==> src/hw/rtl/balsm_ram.sv <==
// generic simple dual-port ram with registered read
`default_nettype none
module balsm_ram #(
	parameter int unsigned WIDTH = 8,
	parameter int unsigned DEPTH = 16
) (
	input  wire logic                     clk,
	input  wire logic                     we,
	input  wire logic [$clog2(DEPTH)-1:0] waddr,
	input  wire logic [WIDTH-1:0]         wdata,
	input  wire logic                     re,
	input  wire logic [$clog2(DEPTH)-1:0] raddr,
	output      logic [WIDTH-1:0]         rdata
);

	logic [WIDTH-1:0] mem [DEPTH];

	always_ff @(posedge clk) begin
		if (we) begin
			mem[waddr] <= wdata;
		end
		if (re) begin
			rdata <= mem[raddr];
		end
	end

endmodule
`default_nettype wire

==> config.mk <==
export PLATFORM = sky130hd
export DESIGN_NAME = balsm_ram
export DESIGN_NICKNAME = d
export VERILOG_FILES = /design/src/hw/rtl/balsm_ram.sv
export SDC_FILE = /design/constraint.sdc
export NUM_CORES = 1
export LEC_CHECK = 0
export ABC_CLOCK_PERIOD_IN_PS = 2770
export BUFFER_PORTS_ARGS = -buffer_cell sky130_fd_sc_hd__buf_2
export CAP_MARGIN = 20
export CORE_MARGIN = 4
export CORE_UTILIZATION = 50
export DETAILED_ROUTE_END_ITERATION = 8
export GPL_TIMING_DRIVEN = 0
export PLACE_DENSITY = 0.67
export SETUP_SLACK_MARGIN = 0.02
export SYNTH_ARGS = -nofsm -noshare
export SYNTH_HDL_FRONTEND = slang
export SYNTH_SLANG_ARGS = --single-unit
==> constraint.sdc <==
create_clock -name clk -period 2.77 [get_ports clk]
set_clock_uncertainty 0.1 [all_clocks]
set_input_delay 0.554 -clock clk [delete_from_list [all_inputs] [get_ports clk]]
set_output_delay 0.554 -clock clk [all_outputs]
set_load 0.005 [all_outputs]
== After elaboration in Yosys (flattened, before gate mapping) ==
Memory sizes are Yosys's and may differ from the RTL's. A register that Yosys moved wholly into a read port is not among the register bits.
Index checks and enable logic that the tools add are counted.

* Register bits after elaboration: 0
* Memory bits (writable): 128
* Input port bits: 19
* Memories kept: 1

* Muxes and demuxes: 2

{| class="wikitable"
|+ Memory list
! name !! words !! bits a word !! read ports !! clocked after Yosys merged registers in !! wr ports !! line !! source
|-
| mem || 16 || 8 || 1 || 1 || 1 || 16 || <nowiki>logic [WIDTH-1:0] mem [DEPTH];</nowiki>
|}

{| class="wikitable"
|+ Operators with widths
! kind !! count
|-
| $mux W1 || 2
|}

== Logic depth before layout (Yosys ltp) ==
Gate-level depths: netlist of run 1.

* Depth after elaboration: 2
* Depth in mapped cells: 5
* Depth with buffers taken out: 3

== Worst setup path after synthesis of run 1 ==
No wires, ideal clock.

* Path type: input to register
* Start: in waddr[2]
* End: mem mem[0][0] (enable)
* Data arrival time: 1.664 ns
* Data required time: 2.287 ns
* Path slack: 0.623 ns
* Stages on the path: 2
* Path buffers: 0
* Cell sequence: or3b_2 nor3_1

{| class="wikitable"
|+ RTL lines
! item !! line !! source
|-
| start, declared || 9 || <nowiki>input wire logic [$clog2(DEPTH)-1:0] waddr,</nowiki>
|-
| end, declared || 16 ||
|}

Straight into the memory's write port.

== Final worst setup path of run 1 ==
* Start: in waddr[2]
* End: mem mem[2][1] (enable)

Straight into the memory's write port.

==> results of run 1 <==
[flip-flops by register name (all words and copies together) (netlist names)]
signal	flops
mem	128
rdata	8
[final timing paths]
kind / from / endpoint / slack [ns] / cells after the start
max: waddr[2] / mem[2][1] / 0.97 / 3
min: re / rdata[3] / 0.27 / 1
max reg2reg: mem[4][0] / rdata[0] / 1.12 / 3
min reg2reg: mem[8][1] / rdata[1] / 0.65 / 3
[worst max-delay path, delay by kind of cell]
kind          cells  cell delay [ns]
simple gates      2             1.16
buf+inv           1             0.11
[cell type report]
| cell class | count | area share (%) |
|---|---|---|
| timing repair buffer | 29 | 2.51 |
| tap | 136 | 2.76 |
| sequential | 136 | 66.1 |
| clock buffer | 17 | 6.71 |
| multi-input combinational | 83 | 17.1 |
| clock inverter | 15 | 3.36 |
| buffer | 10 | 1.40 |
[metal layers]
layer,vias up,global-route usage (%),wire (um)
met5,-,0,0
met4,0,7.48,172
met3,13,4.60,559
met2,92,27.2,4780
met1,1220,24.2,4070
li1,1072,-,-
[cells in the mapped netlist]
cell and n:
buf_2 3, mux4_2 18, and2_1 1, a22oi_1 16
nor2b_1 1, nand3_1 1, edfxtp_1 136, clkdlybuf4s25_2 3
buf_4 1, nand2b_1 2, mux4_1 14, nand2_1 9
and2b_1 1, nand3b_1 2, nor2_1 13, or3b_2 1
buf_6 3, nor3_1 4
[cells by family (layout without fill, tap and decap cells)]
logic type,count (synthesis),in the layout,share of synthesized area [%]
AOI/OAI and AO/OA,16,16,2.30
DFF,136,136,78.1
muxes,32,32,14.8
buffers and inverters,10,71,1.65
and+or+nand+nor,35,35,3.14
[per-stage QoR]
step | instance area [um2] | cells | worst slack, ns | hold slack, ns
after CTS | 6170 | 426 | 0.967 | 0.247
final | 6170 | 426 | 0.972 | 0.269
after floorplan | 5230 | 229 | 0.623 | 0.553
after global placement | 5520 | 390 | 0.0658 | 0.638
after detailed placement | 5550 | 394 | 0.420 | 0.640
after global routing | 6170 | 426 | 0.896 | 0.254
[where the power goes]
group	switching, uW	internal (uW)	total (uW)
combinational	124	90.2	214
sequential	9.93	2320	2330
clock	791	1540	2330
total	925	3950	4870
==> metrics.md, run 1 <==
| Metric | Value |
|---|---|
| Status | `complete, no violations` |
| Hold WC Path Type | `input port to flip-flop` |
| Critical Path RT | `around 2.8 ns` |
| Cell taking the most area after synthesis | `edfxtp_1` |
| Multi-input gate area | `approximately 0.0011 mm2` |
| # clock sinks | `between 100 and 150` |
| Worst path arrival time | `around 1.8 ns` |
| Register area | `0.00408 mm2` |
| Relative slew margins | `between 40 and 50%` |
| Overall Global Routing Usage | `roughly 18%` |
| RSZ-0062 raised after global routing | `no` |
| CTS Hold Bufs | `0` |
| Max-cap violations | `0` |
| Total Wirelength | `9.58 mm` |
| Syn Inst Count | `around 230` |
| Peak VDD IR | `between 0.0003 and 0.0004 V` |
| Die X | `between 100 and 150 um` |
| Core area | `roughly 0.010 mm2` |
| Leak | `0.00208 uW` |
| Starting Density | `approximately 51%` |
| Crit. End Element | `flip-flop` |
| 1st-iter DRT viols | `approximately 190` |
| Clock Tree Root | `clkbuf_8` |
| Post-CTS setup buffers | `0` |
| Startpoint Class | `input port` |
| Via density | `between 5 and 6` |
| CP cell instances | `buf_2, or3b_2, nor2_1` |
| Buffers on Ports | `25` |
| Flops & latches, synth | `136` |
| Final max-slew violation count | `0` |
| Antenna viol nets, final | `0` |
| # fillers | `roughly 720` |
| First-pass GRT wire length | `14.5 mm` |
| Crit Path Class | `input port to flip-flop` |
| Final core utilization | `60.4%` |
| Chip height | `about 110 um` |
| Worst Max-Slew Pin Slew | `around 0.84 ns` |
| Area growth syn-to-layout | `18.1%` |
| TritonCTS clock tree | `built` |
| Synth area leaders | `edfxtp_1 (78%), mux4_2 (7.8%), mux4_1 (7.0%), a22oi_1 (2.3%), nor2_1 (0.93%)` |
| Fmax | `about 560 MHz` |
| Ports | `27` |
| Row count | `37` |
| # setup viols final | `0` |
| Drt first pass iters | `4` |
| Final net count | `approximately 300` |
| CTS clk-pin slew, worst paths | `roughly 0.060 ns` |
| Clk_lat worst skew | `0.51 ns` |
| Critical Path Max Stage Delay | `a little over 0.6 ns` |
| Gates resized, CTS repair | `0` |
| Pwr Total | `about 5000 uW` |
| Layout cells sized above 1 | `between 30% and 40%` |
| Gpl congestion | `~0.77` |
| DRC Markers | `0` |
| YS warnings | `0` |
| Vias in the first global route | `2,450` |
| CP Max Fanout | `8` |
| Largest net degree at the start of global routing | `17` |
| Post-DP HPWL | `between 6 and 7 mm` |
| Final period util | `about two thirds` |
| Library cells used by synthesis | `18` |
| Setup TNS | `0 ns` |
| Num CTS Buffers | `17` |
| Synth top area share | `about four fifths` |
| Grt ovf | `0` |
| Leading cell types in the layout, fill and taps excluded | `edfxtp_1 (136), buf_2 (28), mux4_2 (18)` |
| Via count | `~2,400` |
| Syn_area_per_cell | `22.8 um2` |
| Seq/Total Area, Yosys | `78.1%` |
| Die area | `~0.012 mm2` |
| Final hold vios | `0` |
| Commonest non-fill, non-tap cell in the layout | `edfxtp_1` |
| Crit path time final | `around 1.8 ns` |
| CTS H-tree depth | `4` |
| Synthesized Nets | `~250` |
| Diodes inserted | `0` |
| Worst-case clock buffer depth | `2` |
| Initial antenna violation count | `0` |
| Pwr Density | `between 700 and 800 mW/mm2` |
| Wirelength per Cell | `roughly 22 um` |
| Cell area after synthesis | `0.00523 mm2` |
| Slowest CP cell | `nor2_1` |
Note: power is estimated with default switching activity, not from simulation.
==> run 2: changes to the inputs <==
- ABC_CLOCK_PERIOD_IN_PS: 2770 -> 1600
- PLACE_DENSITY: 0.67 -> 0.7
- clock period: 2.77 -> 1.6 ns (I/O delays scaled with it)
==> metrics.md, run 2 (synthesized netlist as in run 1, its figures left out) <==
| Metric | Value |
|---|---|
| Leading cell types in the layout, fill and taps excluded | `edfxtp_1 (136), mux4_2 (32), buf_2 (29) (was edfxtp_1 (136), buf_2 (28), mux4_2 (18))` |
| Fmax | `about 620 MHz` |
| Hold path startpoint | `re (unchanged)` |
| Largest net degree at the start of global routing | `17 (unchanged)` |
| Layout cells sized above 1 | `38.0% (was 30.3%)` |
| Worst path arrival time | `1.65 ns (was 1.83 ns)` |
| Drt first pass iters | `4 (unchanged)` |
| Final hold vios | `0 (unchanged)` |
| Reg with most FFs | `mem (unchanged)` |
| Peak VDD IR | `0.000523 V (was 0.000338 V)` |
| Worst Reg-to-Reg Cells | `3 (unchanged)` |
| Initial antenna violation count | `0 (unchanged)` |
| Setup TNS | `-0.161 ns (was 0 ns)` |
| Flop2flop setup slack | `0.06 ns (was 1.12 ns)` |
| Grt ovf | `0 (unchanged)` |
| Pwr Total | `7760 uW (was 4870 uW)` |
| Overall Global Routing Usage | `17.6% (was 17.7%)` |
| # setup viols final | `14 (was 0)` |
| Met2 wire length | `4.85 mm (was 4.78 mm)` |
| Critical R2R Launch | `mem[3][2] (was mem[4][0])` |
| Antenna viol nets, final | `0 (unchanged)` |
| CTS Hold Bufs | `0 (unchanged)` |
| Ports | `27 (unchanged)` |
| Critical Path Max Stage Delay | `0.69 ns (was 0.62 ns)` |
| Crit path time final | `1.62 ns` |
| DRC Markers | `0 (unchanged)` |
| RSZ-0062 raised after global routing | `yes (was no)` |
| Post-DP HPWL | `6.12 mm (was 6.21 mm)` |
| Vias in the first global route | `2,481 (was 2,450)` |
| TritonCTS clock tree | `built (unchanged)` |
| # fillers | `713 (was 717)` |
| CP cell instances | `buf_2, or3b_2, nor3_2 (was buf_2, or3b_2, nor2_1)` |
| Failing checks | `negative setup slack` |
| Critical Path RT | `1.63 ns (was 2.80 ns)` |
| Area growth syn-to-layout | `16.1% (was 18.1%)` |
| Die area | `0.0122 mm2 (unchanged)` |
| Worst-case clock buffer depth | `2 (unchanged)` |
| Final hold slack | `0.0532 ns (was 0.269 ns)` |
| Max-cap violations | `0 (unchanged)` |
| Pwr Density | `1280 mW/mm2 (was 789 mW/mm2)` |
| Starting Density | `51.1% (unchanged)` |
| Slowest CP cell | `nor3_2 (was nor2_1)` |
| CTS clk-pin slew, worst paths | `0.06 ns (about the same)` |
| Final max-slew violation count | `0 (unchanged)` |
| Total Wirelength | `9.63 mm (was 9.58 mm)` |
| 1st-iter DRT viols | `218 (was 188)` |
| Final net count | `293 (was 296)` |
| Final period util | `101%` |
| CTS H-tree depth | `4 (unchanged)` |
| Core area | `0.0102 mm2 (unchanged)` |
| Row count | `37 (unchanged)` |
| Origin of the worst setup path | `waddr[2] (unchanged)` |
| Final setup margin | `-0.0223 ns (was 0.972 ns)` |
| Hold WC Path Type | `input port to flip-flop (unchanged)` |
| M1 WL | `4.05 mm (was 4.07 mm)` |
| Reg-to-reg endpoint | `rdata[2] (was rdata[0])` |
| Multi-input gate area | `0.00106 mm2 (about the same)` |
| Relative slew margins | `39.4% (was 43.8%)` |
| Commonest non-fill, non-tap cell in the layout | `edfxtp_1 (unchanged)` |
| Via density | `5.66 (was 5.63)` |
| CP Max Fanout | `8 (unchanged)` |
| Wirelength per Cell | `22.9 um (was 22.5 um)` |
| Crit. End Element | `flip-flop (unchanged)` |
| Top flop regs | `mem (128), rdata (8) (unchanged)` |
| Leak | `0.00196 uW (was 0.00208 uW)` |
| Gpl congestion | `0.777 (was 0.770)` |
| Max FFs per register | `128 (unchanged)` |
| Register area | `0.00408 mm2 (unchanged)` |
| Via count | `2,376 (was 2,397)` |
| Top Metal Used | `met4 (unchanged)` |
| Worst Hold Path EP | `rdata[0] (was rdata[3])` |
| Min-Delay Path Depth | `1 (unchanged)` |
| Diodes inserted | `0 (unchanged)` |
| # clock sinks | `136 (unchanged)` |
| First-pass GRT wire length | `14.6 mm (was 14.5 mm)` |
| Clock Tree Root | `clkbuf_8 (unchanged)` |
| Die X | `110 um (unchanged)` |
| Worst Max-Slew Pin Slew | `0.906 ns (was 0.840 ns)` |
| Status | `complete, but fails checks (was complete, no violations)` |
| Crit Path Class | `input port to flip-flop (unchanged)` |
| Met3 WL | `648 um (was 559 um)` |
| Chip height | `110 um (unchanged)` |
| Clk_lat worst skew | `0.51 ns (about the same)` |
| Buffers on Ports | `25 (unchanged)` |
| Num CTS Buffers | `17 (unchanged)` |
| Startpoint Class | `input port (unchanged)` |
| Place WS | `-0.586 ns (was 0.420 ns)` |
-- run 2: how the worst max path moves through the flow --
| stage | end | slack, ns | depth (start not counted) |
|---|---|---|---|
| CTS | mem[0][5] | -0.03 | 3 |
| detailed placement | mem[1][7] | -0.59 | 3 |
| finish | mem[0][5] | -0.02 | 3 |
| floorplan | mem[3][0] | -0.09 | 2 |
| global route | mem[0][5] | -0.08 | 3 |
| global placement | mem[12][5] | -0.57 | 3 |
-- run 2: what timing repair did --
item / in CTS / in global routing
cloned: 0 / 0
gates resized for setup: 4 / 6
setup buffers: 0 / 0
pin swaps: 0 / 1
setup endpoints to repair: 35 / 29
-- run 2: metal layers --
| metal | global-route usage (%) | up-vias |
|---|---|---|
| met3 | 4.95 | 7 |
| li1 | - | 1054 |
| met1 | 23.9 | 1232 |
| met4 | 6.07 | 0 |
| met2 | 27.8 | 83 |
| met5 | 0 | - |
-- run 2: critical path: cells and delay by family --
| kind | cells | cell delay [ns] |
|---|---|---|
| and+or+nand+nor | 2 | 1.22 |
| buffers and inverters | 1 | 0.11 |
-- run 2: area by class of cell --
class | count | share of cell area (%)
multi-input cells | 83 | 17.5
repair buffers | 26 | 2.14
well taps | 136 | 2.80
flip-flops and latches | 136 | 67.3
plain buffers | 10 | 1.98
clock buffers | 18 | 6.89
clock inverters | 11 | 1.42
-- run 2: per-stage QoR --
| stage | utilization, % | cells | instance area, um2 |
|---|---|---|---|
| CTS | 59.1 | 420 | 6050 |
| floorplan | - | 229 | 5230 |
| global placement | 54.0 | 390 | 5520 |
| global route | 59.3 | 420 | 6070 |
| detailed placement | 54.0 | 391 | 5530 |
| finish | 59.3 | 420 | 6070 |
-- run 2: where the power goes --
| part | switching (uW) | internal [uW] | leakage, uW |
|---|---|---|---|
| clock network | 1320 | 2000 | 0.000245 |
| logic | 222 | 174 | 0.000484 |
| registers | 17.7 | 4020 | 0.00124 |
==> run 3: changes to the inputs <==
- ABC_CLOCK_PERIOD_IN_PS: 1600 -> 1400
- clock period: 1.6 -> 1.4 ns (I/O delays scaled with it)
==> metrics.md, run 3 (synthesized netlist as in run 1, its figures left out) <==
| Metric | Value |
|---|---|
| Critical R2R Launch | `mem[12][6] (was mem[3][2])` |
| Peak VDD IR | `0.000931 V (was 0.000523 V)` |
| Post-DP HPWL | `6.28 mm (was 6.12 mm)` |
| Fmax | `between 600 and 700 MHz` |
| Diodes inserted | `0 (unchanged)` |
| Layout cells sized above 1 | `37.6% (was 38.0%)` |
| CTS H-tree depth | `4 (unchanged)` |
| Crit Path Class | `flip-flop to flip-flop (was input port to flip-flop)` |
| Pwr Density | `1480 mW/mm2 (was 1280 mW/mm2)` |
| Gate power share | `5.3% (was 5.1%)` |
| Final hold vios | `0 (unchanged)` |
| Final period util | `109%` |
| Via count | `2,423 (was 2,376)` |
| Worst Reg-to-Reg Cells | `3 (unchanged)` |
| Vias in the first global route | `2,480 (was 2,481)` |
| DP Area | `0.00556 mm2 (was 0.00553 mm2)` |
| Delay-heaviest family, CP | `multiplexers (was simple AND/OR/NAND/NOR gates)` |
| Failing checks | `negative setup slack (unchanged)` |
| Max-cap violations | `0 (unchanged)` |
| Area growth syn-to-layout | `17.7% (was 16.1%)` |
| Chip height | `110 um (unchanged)` |
| Num CTS Buffers | `17 (unchanged)` |
| # setup viols final | `8 (was 14)` |
| Clock network fraction of total power | `44.0% (was 42.9%)` |
| Ports | `27 (unchanged)` |
| Worst-case clock buffer depth | `2 (unchanged)` |
| First-pass GRT wire length | `14.8 mm (was 14.6 mm)` |
| Worst Max-Slew Pin Slew | `0.833 ns (was 0.906 ns)` |
| Leak | `0.00198 uW (was 0.00196 uW)` |
| Largest net degree at the start of global routing | `17 (unchanged)` |
| Overall Global Routing Usage | `18.0% (was 17.6%)` |
| # fillers | `704 (was 713)` |
| Row count | `37 (unchanged)` |
| Drt first pass iters | `4 (unchanged)` |
| CP cell instances | `mux4_2, a22oi_1, nand2_1 (was buf_2, or3b_2, nor3_2)` |
| Initial antenna violation count | `0 (unchanged)` |
| Die X | `110 um (unchanged)` |
| CTS clk-pin slew, worst paths | `0.06 ns (about the same)` |
| CP Max Fanout | `1 (was 8)` |
| Min-Delay Path Depth | `1 (unchanged)` |
| Sequential share of power | `50.7% (was 52.0%)` |
| 1st-iter DRT viols | `188 (was 218)` |
| DRC Markers | `0 (unchanged)` |
| # clock sinks | `136 (unchanged)` |
| Multi-input gate area | `0.00111 mm2 (was 0.00106 mm2)` |
| Final setup margin | `-0.121 ns (was -0.0223 ns)` |
| Hold WC Path Type | `input port to flip-flop (unchanged)` |
| TritonCTS clock tree | `built (unchanged)` |
| Reg with most FFs | `mem (unchanged)` |
| Dpl cells | `390 (was 391)` |
| Buffers on Ports | `25 (unchanged)` |
| Commonest non-fill, non-tap cell in the layout | `edfxtp_1 (unchanged)` |
| Clk_lat worst skew | `0.51 ns (about the same)` |
| Leading cell types in the layout, fill and taps excluded | `edfxtp_1 (136), mux4_2 (32), buf_2 (28) (was edfxtp_1 (136), mux4_2 (32), buf_2 (29))` |
| Sw Share | `19.8% (was 20.2%)` |
| Antenna viol nets, final | `0 (unchanged)` |
| Relative slew margins | `44.3% (was 39.4%)` |
| Worst Hold Path EP | `mem[15][6] (was rdata[0])` |
| Sw power | `1810 uW (was 1560 uW)` |
| Die area | `0.0122 mm2 (unchanged)` |
| Starting Density | `51.1% (unchanged)` |
| Hold path startpoint | `wdata[6] (was re)` |
| Final max-slew violation count | `0 (unchanged)` |
| Critical Path Max Stage Delay | `0.53 ns (was 0.69 ns)` |
| Fin cells | `423 (was 420)` |
| Top flop regs | `mem (128), rdata (8) (unchanged)` |
| Worst path arrival time | `1.68 ns (was 1.65 ns)` |
| Clock Tree Root | `clkbuf_8 (unchanged)` |
| Status | `complete, but fails checks (unchanged)` |
| Crit path time final | `1.52 ns` |
| Flop2flop setup slack | `-0.12 ns (was 0.06 ns)` |
| Critical Path RT | `1.55 ns (was 1.63 ns)` |
| Post-route design area | `0.00615 mm2 (was 0.00607 mm2)` |
| Grt ovf | `0 (unchanged)` |
| Final net count | `293 (unchanged)` |
| Startpoint Class | `flip-flop (was input port)` |
| Crit. End Element | `flip-flop (unchanged)` |
| Gpl congestion | `0.724 (was 0.777)` |
| Via density | `5.73 (was 5.66)` |
| Wirelength per Cell | `22.9 um (about the same)` |
| Core area | `0.0102 mm2 (unchanged)` |
| Slowest CP cell | `mux4_2 (was nor3_2)` |
| Max FFs per register | `128 (unchanged)` |
| Total Wirelength | `9.70 mm (was 9.63 mm)` |
| Int Power | `7290 uW (was 6190 uW)` |
| Register area | `0.00408 mm2 (unchanged)` |
| Reg-to-reg endpoint | `rdata[6] (was rdata[2])` |
| Buffer and inverter count on the worst path | `0 (was 1)` |
| RSZ-0062 raised after global routing | `yes (unchanged)` |
## run 3: worst reg2reg max path, cell delays in order, from the launching register on
cell and delay (ns):
edfxtp_1 0.38, mux4_2 0.53, a22oi_1 0.16, nand2_1 0.09
## run 3: area by class of cell
type	count	share of cell area, %
Multi-Input combinational cell	83	18.0
Sequential cell	136	66.4
Timing Repair Buffer	26	2.20
Clock buffer	21	6.98
Tap cell	136	2.77
Buffer	10	1.95
Clock inverter	11	1.73
## run 3: metrics by stage
step | total power, uW | setup slack (ns) | util (%) | setup TNS, ns | hold slack [ns]
4_1_cts | 9140 | -0.112 | 60.0 | -0.807 | 0.0534
3_3_place_gp | 5140 | -0.440 | 54.3 | -46.77 | 0.516
5_1_grt | 9420 | -0.168 | 60.1 | -1.30 | 0.0466
2_1_floorplan | 4950 | -0.180 | - | -2.34 | 0.279
3_5_place_dp | 5160 | -0.471 | 54.3 | -49.59 | 0.519
6_report | 9090 | -0.121 | 60.1 | -0.721 | 0.0696
## run 3: what timing repair did
action,4_1_cts,5_1_grt
endpoints found under the setup margin,16,16
hold buffers,1,0
hold endpoints to repair,8,0
gates cloned,0,0
resized for setup,9,2
pin swaps,4,0
buffers inserted,0,0
## run 3: layer usage
layer / track usage (%) / vias up / wire length, um
met5: 0 / - / 0
met4: 5.89 / 0 / 189
met3: 5.53 / 20 / 811
met2: 25.9 / 109 / 4540
met1: 26.6 / 1234 / 4150
li1: - / 1060 / -
## run 3: power by group through the flow
stage               Clock [uW]  Sequential [uW]  Combinational (uW)
floorplan                    0             4690                 260
finish                    4000             4610                 481
global placement             0             4690                 451
CTS                       4040             4610                 483
global route              4280             4620                 521
detailed placement           0             4690                 461
## run 3: worst max path at each step
| stage | from | to | slack, ns | depth (start not counted) |
|---|---|---|---|---|
| 5_1_grt | mem[14][2] | rdata[2] | -0.17 | 3 |
| 2_1_floorplan | raddr[0] | rdata[1] | -0.18 | 5 |
| 4_1_cts | mem[7][4] | rdata[4] | -0.11 | 3 |
| 3_5_place_dp | waddr[2] | mem[11][1] | -0.47 | 3 |
| 6_report | mem[12][6] | rdata[6] | -0.12 | 3 |
| 3_3_place_gp | raddr[1] | rdata[7] | -0.44 | 5 |
